==> config.mk <==
export PLATFORM = sky130hd
export DESIGN_NAME = square_wave_channel_with_sweep_unit
export DESIGN_NICKNAME = d
export VERILOG_FILES = /design/src/swc_pkg.sv /design/src/square_wave_channel_with_sweep_unit.sv /design/src/swc_core.sv
export VERILOG_INCLUDE_DIRS = /design/src /design/src/src
export SDC_FILE = /design/constraint.sdc
export NUM_CORES = 1
export LEC_CHECK = 0
export BUFFER_PORTS_ARGS = -buffer_cell sky130_fd_sc_hd__buf_2
export CAP_MARGIN = 5
export CORE_MARGIN = 3
export CORE_UTILIZATION = 25
export CTS_CLUSTER_DIAMETER = 50
export DETAILED_ROUTE_END_ITERATION = 16
export GPL_TIMING_DRIVEN = 1
export HOLD_SLACK_MARGIN = 0.12
export SLEW_MARGIN = 20
export SYNTH_ARGS = -nofsm -noshare
export SYNTH_HDL_FRONTEND = slang
export SYNTH_HIERARCHICAL = 1
export SYNTH_SLANG_ARGS = --single-unit
export TNS_END_PERCENT = 5
==> constraint.sdc <==
create_clock -name clk -period 6.2 [get_ports clk]
set_input_delay 0.31 -clock clk [delete_from_list [all_inputs] [get_ports clk]]
set_output_delay 0.31 -clock clk [all_outputs]
set_load 0.03 [all_outputs]
==> src/square_wave_channel_with_sweep_unit_assert.svh <==
// Assertion macros used by the square wave channel RTL.
`ifndef SQUARE_WAVE_CHANNEL_WITH_SWEEP_UNIT_ASSERT_SVH
`define SQUARE_WAVE_CHANNEL_WITH_SWEEP_UNIT_ASSERT_SVH
`ifndef SYNTH
// Checked on every rising edge while reset is released.
`define SWC_ASSERT(name, clk, rst_n, prop, msg) \
    name: assert property (@(posedge clk) disable iff (!rst_n) prop) else $error(msg);
// Checked on every rising edge, reset included.
`define SWC_ASSERT_ALWAYS(name, clk, prop, msg) \
    name: assert property (@(posedge clk) prop) else $error(msg);
`else
`define SWC_ASSERT(name, clk, rst_n, prop, msg)
`define SWC_ASSERT_ALWAYS(name, clk, prop, msg)
`endif
`endif

==> src/swc_pkg.sv <==
// Types, codes and constant tables of the square wave channel.
`default_nettype none
package swc_pkg;

    // Item operation codes.
    localparam logic [2:0] MODE_WRITE    = 3'd0;
    localparam logic [2:0] MODE_READ     = 3'd1;
    localparam logic [2:0] MODE_TICK     = 3'd2;
    localparam logic [2:0] MODE_LENGTH   = 3'd3;
    localparam logic [2:0] MODE_SWEEP    = 3'd4;
    localparam logic [2:0] MODE_ENVELOPE = 3'd5;

    // Register indexes after folding the address nibble.
    localparam logic [2:0] REG_SWEEP   = 3'd0;
    localparam logic [2:0] REG_DUTY    = 3'd1;
    localparam logic [2:0] REG_ENV     = 3'd2;
    localparam logic [2:0] REG_FREQ_LO = 3'd3;
    localparam logic [2:0] REG_TRIGGER = 3'd4;

    // The four 8-step duty patterns; step p is bit 7-p.
    localparam logic [7:0] DUTY_TABLE [4] = '{8'h01, 8'h81, 8'h87, 8'h7E};

    typedef struct packed {
        logic [2:0] mode;
        logic [3:0] reg_offset;
        logic [7:0] write_data;
    } item_t;

    typedef struct packed {
        logic [7:0] read_data;
        logic [3:0] sample_level;
        logic       length_running;
        logic       channel_on;
    } result_t;

endpackage
`default_nettype wire

==> src/square_wave_channel_with_sweep_unit.sv <==
// Top level of the square wave channel with sweep, envelope and length counter.
//
// Pulse sound channel of the classic handheld console (channel 1). Every input item is one
// of: a register write, a register read, one timer tick, or a length, sweep or envelope
// clock from the frame sequencer; modes six and seven change nothing. Each item produces
// exactly one result item carrying the read byte (zero unless the item was a read), the
// current 4-bit output level, whether the length counter is non-zero and whether the
// channel is enabled, all as they stand after the item has been applied. An item is
// registered on entry, applied to the channel state by combinational logic and its result
// is registered on exit, so the block takes one item per clock cycle while the result
// register is free or being emptied; each result then waits in the result register until
// it is taken. The input register keeps accepting while a result waits to be taken; input
// ready drops only when both the input register and the result register are full and
// out_ready is low. After reset all channel state is zero and the channel is off.
`default_nettype none
module square_wave_channel_with_sweep_unit
    import swc_pkg::*;
(
    input  wire logic       clk,
    input  wire logic       rst_n,
    input  wire logic       in_valid,
    output logic            in_ready,
    input  wire logic [2:0] mode,
    input  wire logic [3:0] reg_offset,
    input  wire logic [7:0] write_data,
    output logic            out_valid,
    input  wire logic       out_ready,
    output logic [7:0]      read_data,
    output logic [3:0]      sample_level,
    output logic            length_running,
    output logic            channel_on
);

    logic    item_valid_reg;
    logic    item_valid_next;
    item_t   item_reg;
    logic    out_valid_reg;
    logic    out_valid_next;
    result_t result_reg;
    result_t result_comb;
    logic    advance;

    // The registered item is applied when the result register is free or being emptied.
    assign advance  = item_valid_reg && (!out_valid_reg || out_ready);
    assign in_ready = !item_valid_reg || advance;

    always_comb
    begin
        item_valid_next = item_valid_reg;
        if (in_valid && in_ready)
        begin
            item_valid_next = 1'b1;
        end
        else if (advance)
        begin
            item_valid_next = 1'b0;
        end

        out_valid_next = out_valid_reg;
        if (advance)
        begin
            out_valid_next = 1'b1;
        end
        else if (out_ready)
        begin
            out_valid_next = 1'b0;
        end
    end

    swc_core u_core (
        .clk    (clk),
        .rst_n  (rst_n),
        .en     (advance),
        .item   (item_reg),
        .result (result_comb)
    );

    always_ff @(posedge clk or negedge rst_n)
    begin
        if (!rst_n)
        begin
            item_valid_reg <= 1'b0;
            out_valid_reg  <= 1'b0;
        end
        else
        begin
            item_valid_reg <= item_valid_next;
            out_valid_reg  <= out_valid_next;
        end
    end

    // Payload registers carry no reset.
    always_ff @(posedge clk)
    begin
        if (in_valid && in_ready)
        begin
            item_reg.mode       <= mode;
            item_reg.reg_offset <= reg_offset;
            item_reg.write_data <= write_data;
        end
        if (advance)
        begin
            result_reg <= result_comb;
        end
    end

    assign out_valid      = out_valid_reg;
    assign read_data      = result_reg.read_data;
    assign sample_level   = result_reg.sample_level;
    assign length_running = result_reg.length_running;
    assign channel_on     = result_reg.channel_on;

endmodule
`default_nettype wire

==> src/swc_core.sv <==
// Channel state and the single-pass update applied for one item.
`default_nettype none
`include "square_wave_channel_with_sweep_unit_assert.svh"
module swc_core
    import swc_pkg::*;
(
    input  wire logic    clk,
    input  wire logic    rst_n,
    input  wire logic    en,
    input  wire item_t   item,
    output result_t      result
);

    typedef struct packed {
        logic [13:0] period_timer;
        logic [2:0]  duty_position;
        logic [6:0]  length_counter;
        logic [5:0]  length_setting;
        logic        length_enable;
        logic        channel_enabled;
        logic        dac_on;
        logic [1:0]  duty_select;
        logic [10:0] freq_setting;
        logic        trigger_bit;
        logic [3:0]  env_initial;
        logic        env_up;
        logic [2:0]  env_period;
        logic [4:0]  env_countdown;
        logic        env_running;
        logic [3:0]  volume_level;
        logic [2:0]  sweep_shift_amt;
        logic        sweep_down;
        logic [2:0]  sweep_time_setting;
        logic [4:0]  sweep_countdown;
        logic        sweep_active;
        logic [10:0] shadow_freq;
        logic [3:0]  output_level;
    } chan_state_t;

    chan_state_t state_reg;
    chan_state_t state_next;
    logic [2:0]  reg_sel;
    logic [7:0]  rd;
    logic [11:0] nf_first;
    logic [11:0] nf_second;

    function automatic logic [2:0] reg_index(input logic [3:0] off);
        logic [2:0] r;
        unique case (off) inside
            4'd0, 4'd5, 4'd10, 4'd15: r = REG_SWEEP;
            4'd1, 4'd6, 4'd11:        r = REG_DUTY;
            4'd2, 4'd7, 4'd12:        r = REG_ENV;
            4'd3, 4'd8, 4'd13:        r = REG_FREQ_LO;
            default:                  r = REG_TRIGGER;
        endcase
        return r;
    endfunction

    function automatic logic [13:0] reload_period(input logic [10:0] f);
        logic [11:0] d;
        d = 12'd2048 - {1'b0, f};
        return {d, 2'b00};
    endfunction

    // Bit 11 of the result flags a frequency beyond 2047.
    function automatic logic [11:0] sweep_calc(input logic [10:0] sh, input logic [2:0] amt,
                                               input logic down);
        logic [11:0] delta;
        delta = {1'b0, sh >> amt};
        return down ? ({1'b0, sh} - delta) : ({1'b0, sh} + delta);
    endfunction

    assign reg_sel = reg_index(item.reg_offset);

    always_comb
    begin
        state_next = state_reg;
        rd         = '0;
        nf_first   = '0;
        nf_second  = '0;
        if (en)
        begin
            case (item.mode)
                MODE_WRITE:
                begin
                    unique case (reg_sel)
                        REG_SWEEP:
                        begin
                            state_next.sweep_shift_amt    = item.write_data[2:0];
                            state_next.sweep_down         = item.write_data[3];
                            state_next.sweep_time_setting = item.write_data[6:4];
                        end
                        REG_DUTY:
                        begin
                            state_next.duty_select    = item.write_data[7:6];
                            state_next.length_setting = item.write_data[5:0];
                            state_next.length_counter = 7'd64 - {1'b0, item.write_data[5:0]};
                        end
                        REG_ENV:
                        begin
                            state_next.dac_on        = |item.write_data[7:3];
                            state_next.env_initial   = item.write_data[7:4];
                            state_next.volume_level  = item.write_data[7:4];
                            state_next.env_up        = item.write_data[3];
                            state_next.env_period    = item.write_data[2:0];
                            state_next.env_countdown = {2'b00, item.write_data[2:0]};
                        end
                        REG_FREQ_LO:
                        begin
                            state_next.freq_setting[7:0] = item.write_data;
                        end
                        REG_TRIGGER:
                        begin
                            state_next.trigger_bit        = item.write_data[7];
                            state_next.length_enable      = item.write_data[6];
                            state_next.freq_setting[10:8] = item.write_data[2:0];
                            if (item.write_data[7])
                            begin
                                state_next.channel_enabled = 1'b1;
                                if (state_reg.length_counter == '0)
                                begin
                                    state_next.length_counter = 7'd64;
                                end
                                state_next.period_timer  = reload_period(state_next.freq_setting);
                                state_next.env_running   = 1'b1;
                                state_next.env_countdown = {2'b00, state_reg.env_period};
                                state_next.volume_level  = state_reg.env_initial;
                                state_next.shadow_freq   = state_next.freq_setting;
                                state_next.sweep_countdown =
                                    (state_reg.sweep_time_setting != '0) ?
                                    {2'b00, state_reg.sweep_time_setting} : 5'd8;
                                state_next.sweep_active =
                                    (state_reg.sweep_time_setting != '0) ||
                                    (state_reg.sweep_shift_amt != '0);
                                nf_first = sweep_calc(state_next.freq_setting,
                                                      state_reg.sweep_shift_amt,
                                                      state_reg.sweep_down);
                                if ((state_reg.sweep_shift_amt != '0) && nf_first[11])
                                begin
                                    state_next.channel_enabled = 1'b0;
                                end
                            end
                        end
                        default: ;
                    endcase
                end
                MODE_READ:
                begin
                    unique case (reg_sel)
                        REG_SWEEP:   rd = {1'b0, state_reg.sweep_time_setting,
                                           state_reg.sweep_down, state_reg.sweep_shift_amt};
                        REG_DUTY:    rd = {state_reg.duty_select, state_reg.length_setting};
                        REG_ENV:     rd = {state_reg.env_initial, state_reg.env_up,
                                           state_reg.env_period};
                        REG_FREQ_LO: rd = state_reg.freq_setting[7:0];
                        default:     rd = {state_reg.trigger_bit, state_reg.length_enable,
                                           3'b000, state_reg.freq_setting[10:8]};
                    endcase
                end
                MODE_TICK:
                begin
                    if (state_reg.period_timer <= 14'd1)
                    begin
                        state_next.period_timer  = reload_period(state_reg.freq_setting);
                        state_next.duty_position = state_reg.duty_position + 3'd1;
                    end
                    else
                    begin
                        state_next.period_timer = state_reg.period_timer - 14'd1;
                    end
                    state_next.output_level = (state_reg.channel_enabled && state_reg.dac_on) ?
                                              state_reg.volume_level : 4'd0;
                    if (!DUTY_TABLE[state_reg.duty_select][3'd7 - state_next.duty_position])
                    begin
                        state_next.output_level = 4'd0;
                    end
                end
                MODE_LENGTH:
                begin
                    if ((state_reg.length_counter != '0) && state_reg.length_enable)
                    begin
                        state_next.length_counter = state_reg.length_counter - 7'd1;
                        if (state_reg.length_counter == 7'd1)
                        begin
                            state_next.channel_enabled = 1'b0;
                        end
                    end
                end
                MODE_SWEEP:
                begin
                    if (state_reg.sweep_countdown > 5'd1)
                    begin
                        state_next.sweep_countdown = state_reg.sweep_countdown - 5'd1;
                    end
                    else
                    begin
                        state_next.sweep_countdown = (state_reg.sweep_time_setting != '0) ?
                            {2'b00, state_reg.sweep_time_setting} : 5'd8;
                        if (state_reg.sweep_active && (state_reg.sweep_time_setting != '0))
                        begin
                            nf_first = sweep_calc(state_reg.shadow_freq,
                                                  state_reg.sweep_shift_amt,
                                                  state_reg.sweep_down);
                            nf_second = sweep_calc(nf_first[10:0], state_reg.sweep_shift_amt,
                                                   state_reg.sweep_down);
                            if (nf_first[11])
                            begin
                                state_next.channel_enabled = 1'b0;
                            end
                            else if (state_reg.sweep_shift_amt != '0)
                            begin
                                // The new frequency is stored, then checked once more.
                                state_next.shadow_freq  = nf_first[10:0];
                                state_next.freq_setting = nf_first[10:0];
                                if (nf_second[11])
                                begin
                                    state_next.channel_enabled = 1'b0;
                                end
                            end
                        end
                    end
                end
                MODE_ENVELOPE:
                begin
                    if (state_reg.env_countdown > 5'd1)
                    begin
                        state_next.env_countdown = state_reg.env_countdown - 5'd1;
                    end
                    else
                    begin
                        state_next.env_countdown = (state_reg.env_period != '0) ?
                            {2'b00, state_reg.env_period} : 5'd8;
                        if (state_reg.env_running && (state_reg.env_period != '0))
                        begin
                            if (state_reg.env_up && (state_reg.volume_level != 4'd15))
                            begin
                                state_next.volume_level = state_reg.volume_level + 4'd1;
                            end
                            else if (!state_reg.env_up && (state_reg.volume_level != 4'd0))
                            begin
                                state_next.volume_level = state_reg.volume_level - 4'd1;
                            end
                        end
                        if ((state_next.volume_level == 4'd0) ||
                            (state_next.volume_level == 4'd15))
                        begin
                            state_next.env_running = 1'b0;
                        end
                    end
                end
                default: ;
            endcase
        end
    end

    always_comb
    begin
        result.read_data      = rd;
        result.sample_level   = state_next.output_level;
        result.length_running = |state_next.length_counter;
        result.channel_on     = state_next.channel_enabled;
    end

    always_ff @(posedge clk or negedge rst_n)
    begin
        if (!rst_n)
        begin
            state_reg <= '0;
        end
        else
        begin
            state_reg <= state_next;
        end
    end

    `SWC_ASSERT(a_hold_when_idle, clk, rst_n, !en |=> $stable(state_reg), "state changed without an item")
    `SWC_ASSERT(a_length_no_rise, clk, rst_n, (en && (item.mode == MODE_LENGTH)) |=> (state_reg.length_counter <= $past(state_reg.length_counter)), "length clock raised the counter")
    `SWC_ASSERT(a_enable_by_trigger, clk, rst_n, $rose(state_reg.channel_enabled) |-> $past(en && (item.mode == MODE_WRITE) && (reg_sel == REG_TRIGGER) && item.write_data[7]), "channel enabled without a trigger")
    `SWC_ASSERT_ALWAYS(a_length_limit, clk, (!rst_n) || (state_reg.length_counter <= 7'd64), "length counter above 64")

endmodule
`default_nettype wire
# [Yosys cells after proc, flatten, opt, wreduce, memory -nomap -nowiden]
# Cells that the tools add are included.
[totals] register_bits=124 in_bits=19 wordCells=225
[classes] n_eq_ne=35 n_lt_le_gt_ge=5 muxes=80 n_addsub=17 shift=3 bitwise_logic=1 reduce_logical=51
[op_table] op="2-to-1 mux 76 bit" count=1
[op_table] op="2-to-1 mux 11 bit" count=4
[op_table] op="2-to-1 mux 4 bit" count=11
[op_table] op="one-hot mux 11 bit (2 select lines)" count=2
[op_table] op="2-to-1 mux 14 bit" count=3
[op_table] op="2-to-1 mux 7 bit" count=6
[op_table] op="adder 11 x 11 -> 12 bit" count=3
[op_table] op="2-to-1 mux 12 bit" count=3
[op_table] op="subtractor 11 x 11 -> 12 bit" count=3
[op_table] op="2-to-1 mux 17 bit" count=2
[op_table] op=">> shifter 11 x 3 -> 11 bit" count=3
[op_table] op="2-to-1 mux 8 bit" count=4
[op_table] op="one-hot mux 8 bit (4 select lines)" count=1
[op_table] op="equality test 4 bit, second input constant" count=7
[op_table] op="one-hot mux 14 bit (2 select lines)" count=1
[op_table] op="one-hot mux 7 bit (2 select lines)" count=2
[op_table] op="subtractor 12 x 11 -> 12 bit, first input constant" count=2
[op_table] op="one-hot mux 10 bit (2 select lines)" count=1
[op_table] op="one-hot mux 5 bit (2 select lines)" count=2
[op_table] op="2-to-1 mux 1 bit" count=19
[op_table] op="binary-select mux 8 bit (select 2 bit)" count=1
[op_table] op="AND reduction 4 bit" count=4
[op_table] op="2-to-1 mux 3 bit" count=5
[op_table] op="2-to-1 mux 5 bit" count=3
[op_table] op="52 further kinds" count=99

# [Logic depth before layout (Yosys ltp)]
[depth] word_depth=15 mapped_depth=35 ltp_nobuf=32

# [By module]
# The synthesis kept the hierarchy.
[modules_own_cells] module="swc_core" cells_each=1153 seq_area_each_um2=2327.2 area_each_um2=9048.7 n_inst=1
[modules_own_cells] module="square_wave_channel_with_sweep_unit" cells_each=37 seq_area_each_um2=920.9 area_each_um2=974.7 n_inst=1

# [Worst setup path before layout]
# Ideal clock, no wire load.
[synth_path] kind="reg2reg" start="reg u_core/state_reg[25] (netlist name)" end="reg result_reg (netlist bit channel_on), data pin" stages_incl_launch_ff=32 n_path_buf=2 period_less_slack_ns=6.503 required_time_ns=6.073 arrival_time_ns=6.375 setup_slack_ns=-0.303 path_cell_list="dfrtp_1 > buf_2 > mux4_2 > a221oi_1 > ha_1 > and3_1 > a31oi_1 > a21oi_1 > xnor2_1 > ha_1 > a21oi_1 > o21a_1 > mux2i_1 > nand4_1 > mux2_2 > o221a_2 > a211oi_2 > nor2_1 > xnor2_1 > ha_1 > a21o_1 > a21o_1 > a21oi_1 > nand3_1 > o21ai_0 > nand2_1 > o21ai_0 > o32ai_1 > maj3_2 > a41o_1 > nor4_1 > buf_4"
[synth_lines] element="start, declared" line_no="swc_core.sv:40" source="chan_state_t state_reg;"
[synth_lines] element="start signal, assigned" line_no="swc_core.sv:272" source="state_reg <= state_next;"
[synth_lines] element="end signal, assigned" line_no="square_wave_channel_with_sweep_unit.sv:103" source="result_reg <= result_comb;"
[synth_lines] element="end, declared" line_no="square_wave_channel_with_sweep_unit.sv:39" source="result_t result_reg;"

==> impl_metrics.csv <==
group,metric,value,unit
run_status,status,"finished, violations left",
run_status,violations,"setup timing",
global_routing,grt_max_degree,53,
routing,wl,31100,um
clocking,clk_latency,0.42,ns
final_layout,drive_gt1_frac,0.221,
setup_path,reg2reg_setup_slack,-0.50,ns
setup_path,r2r-end,"channel_on$_DFFE_PP_",
clocking,cts_tree,"yes",
sta,slew_violations,0,
routing,detail_route.wl_per_cell,16.9,um
hold_path,hold_end,"out_valid$_DFFE_PN0P_",
synthesis,synth-edff-count,29,
sta,finalSetupViolCount,2,
setup_path,path_class,"reg -> reg",
placed_design,place_hpwl,22600,um
sta,rsz0062_at_grt,"yes",
setup_path,crit_fanout,8,
clocking,cts_made_buffers,17,
global_routing,first_global_vias,9211,
routing,drtAntennaViolNets,0,
synthesis,synth_warnings,6,
synthesis,avgSynthCellArea,8.42,um^2
setup_path,cp_slowest_cell,"mux4_2",
routing,vias,9713,
sta,clock_skew,0.0116,ns
routing,remaining_drc_errors,0,
clocking,clockBufferDepth,2,
hold_path,holdPathStages,3,
sta,clock.fmax,149,MHz
setup_path,timing.rr.start,"u_core/state_reg[25]$_DFFE_PN0P_",
sta,setup-tns-final,-0.875,ns
floorplanning,fp.dieArea,0.0425,mm^2
global_routing,grt_overflow,0,
synthesis,yosysSeqAreaShare,0.324,
routing,firstDrtPassIters,5,
hold_path,min-delay-start,"out_ready",
sta,min_period,6.70,ns
setup_path,critPathLaunch,"u_core/state_reg[25]$_DFFE_PN0P_",
synthesis,async_flop_share,0.766,
sta,hold_viol_final,0,
sta,tightest_slew,1.04,ns
placed_design,globalplace.congestion,0.923,
setup_path,max_stage_delay,0.58,ns
synthesis,ys_types,90,
sta,post-route-period-util,1.08,
floorplanning,die_y,206,um
floorplanning,start_util,0.256,
global_routing,grt_pass1_wl,49600,um
synthesis,synth-main-ff-cell,"dfrtp_1",
synthesis,synth_nets,1256,
final_layout,num-fill-cells,4096,
floorplanning,pin_count,35,
final_layout,diodes,0,
global_routing,grtUsageTotal,0.145,
synthesis,syn_inst,1190,
floorplanning,core,0.0391,mm^2
synthesis,ys_ff_latch,124,
setup_path,cp-start-kind,"flop",
floorplanning,rows,72,
clocking,h-tree-depth,4,
setup_path,reg2reg_depth,30,
sta,setup_slack,-0.503,ns
floorplanning,die_w,206,um
setup_path,worstPathRequired,6.36,ns
setup_path,end_kind,"flop",
routing,drt_iter0_markers,857,
clocking,clock_sinks,124,
setup_path,cp.arrival,6.86,ns
global_routing,antenna_found_initial,0,
routing,via_per_inst,5.27,
final_layout,largest_reg_flops,93,
final_layout,fin_nets,1379,
clocking,root_buffer,"clkbuf_16",
clocking,clk_pin_slew,0.06,ns
placed_design,io_buffers,34,
hold_path,hold_class,"in -> reg",
synthesis,syn_area,0.0100,mm^2
sta,maxSlewHeadroom,0.298,
job,maxCapViolations,0,
final_layout,areaGrowthSynthToFinish,24.3,%
[routing by layer]
layer,wire (um),global-route usage
met5,0,0
met4,551,0.0364
met1,14300,0.201
met3,1730,0.0227
met2,14500,0.238
[area by class of cell]
| type | count | area (um^2) | area share |
|---|---|---|---|
| multi-input cells | 956 | 6540 | 0.525 |
| flip-flops and latches | 124 | 3250 | 0.261 |
| repair buffers | 174 | 1290 | 0.103 |
| well taps | 518 | 648 | 0.0520 |
| clock inverters | 15 | 161 | 0.0130 |
| inverters | 40 | 150 | 0.0121 |
| clock buffers | 17 | 425 | 0.0342 |
[placed cells by master, fill, tap and decap left out, types with 8 or more instances in the layout]
cell           instances
a21o_1                12
a21oi_1               85
a21oi_2               10
a22o_1                 9
a22oi_1               13
a31oi_1               19
and2_1                11
and3_1                 8
buf_2                 33
buf_4                121
clkbuf_16             17
dfrtp_1               94
dlygate4sd3_1         17
edfxtp_1              29
ha_1                  40
inv_1                 39
mux2_1                 8
mux2_2                34
mux2i_1               21
nand2_1              162
nand2b_1              15
nand3_1               22
nand4_1               11
nor2_1                99
nor2b_1               15
nor3_1                22
nor4_1                10
o211ai_1              16
o21ai_0               90
o22ai_1               11
or3_1                  9
xnor2_1               25
xor2_1                26
[cells in the mapped netlist (all sizes together) (6+ instances only)]
cell type | instances | area share
inv | 40 | 0.015
a221oi | 9 | 0.0096
mux4 | 7 | 0.016
a21o | 12 | 0.0090
mux2 | 44 | 0.050
or2 | 6 | 0.0037
a21oi | 96 | 0.049
o22ai | 11 | 0.0069
nand3b | 6 | 0.0057
clkbuf | 45 | 0.017
nand3 | 22 | 0.011
nand2b | 15 | 0.0094
nand2 | 162 | 0.061
o21ai | 98 | 0.049
ha | 46 | 0.057
xnor2 | 26 | 0.023
nand4 | 11 | 0.0069
nor2b | 15 | 0.0094
mux2i | 21 | 0.021
nor3 | 24 | 0.012
a22oi | 13 | 0.0097
xor2 | 26 | 0.023
dfrtp | 95 | 0.24
and3 | 10 | 0.0062
o221ai | 9 | 0.0091
or3 | 9 | 0.0056
edfxtp | 29 | 0.087
and2 | 14 | 0.0090
o21a | 7 | 0.0060
a31oi | 22 | 0.014
nor2 | 103 | 0.039
o211ai | 17 | 0.013
nor4 | 12 | 0.0081
buf | 25 | 0.016
a22o | 9 | 0.0079
a211oi | 9 | 0.0077
[stage by stage]
step	util	instance area (um^2)	setup WS, ns	std cells	hold WS, ns
floorplan	-	10100	-0.148	1190	0.0144
global placement	0.291	11400	-0.280	1782	0.357
detailed placement	0.291	11400	-0.396	1782	0.356
CTS	0.314	12300	-0.215	1836	0.148
global route	0.319	12500	-0.783	1844	0.177
finish	0.319	12500	-0.503	1844	0.166
[critical path: cells and delay by family, from the launching register on]
kind	cells	cell delay, ns
AO/OA/AOI/OAI	10	1.70
multiplexers	3	1.39
adder cells (fa/ha/maj)	4	1.24
AND/OR/NAND/NOR	8	0.87
flip-flops	1	0.47
buffers and inverters	3	0.45
XOR/XNOR	2	0.32
[worst max-delay path by stage]
stage                     slack (ns)  depth (start not counted)              endpoint
final                          -0.50                         30  channel_on$_DFFE_PP_
after global routing           -0.78                         32  channel_on$_DFFE_PP_
after CTS                      -0.22                         31  channel_on$_DFFE_PP_
after detailed placement       -0.40                         28  channel_on$_DFFE_PP_
after global placement         -0.28                         28  channel_on$_DFFE_PP_
after floorplan                -0.15                         31  channel_on$_DFFE_PP_
[kinds of logic after synthesis]
kind of cell             synth area share
AND/OR/NAND/NOR                     0.206
AO/OA/AOI/OAI                       0.229
flip-flops                          0.324
buffers and inverters              0.0478
multiplexers                       0.0865
XOR/XNOR                           0.0462
adder cells (fa/ha/maj)            0.0605
[timing repair]
action	CTS	global route
setup buffers	5	8
gates resized for setup	23	23
endpoints found under the setup margin	2	2
pin swaps	14	29
hold buffers	17	0
hold endpoints to repair	59	0
Power is not shown: default switching activity piles up to over one toggle a cycle in this logic, so the estimate is an artifact.
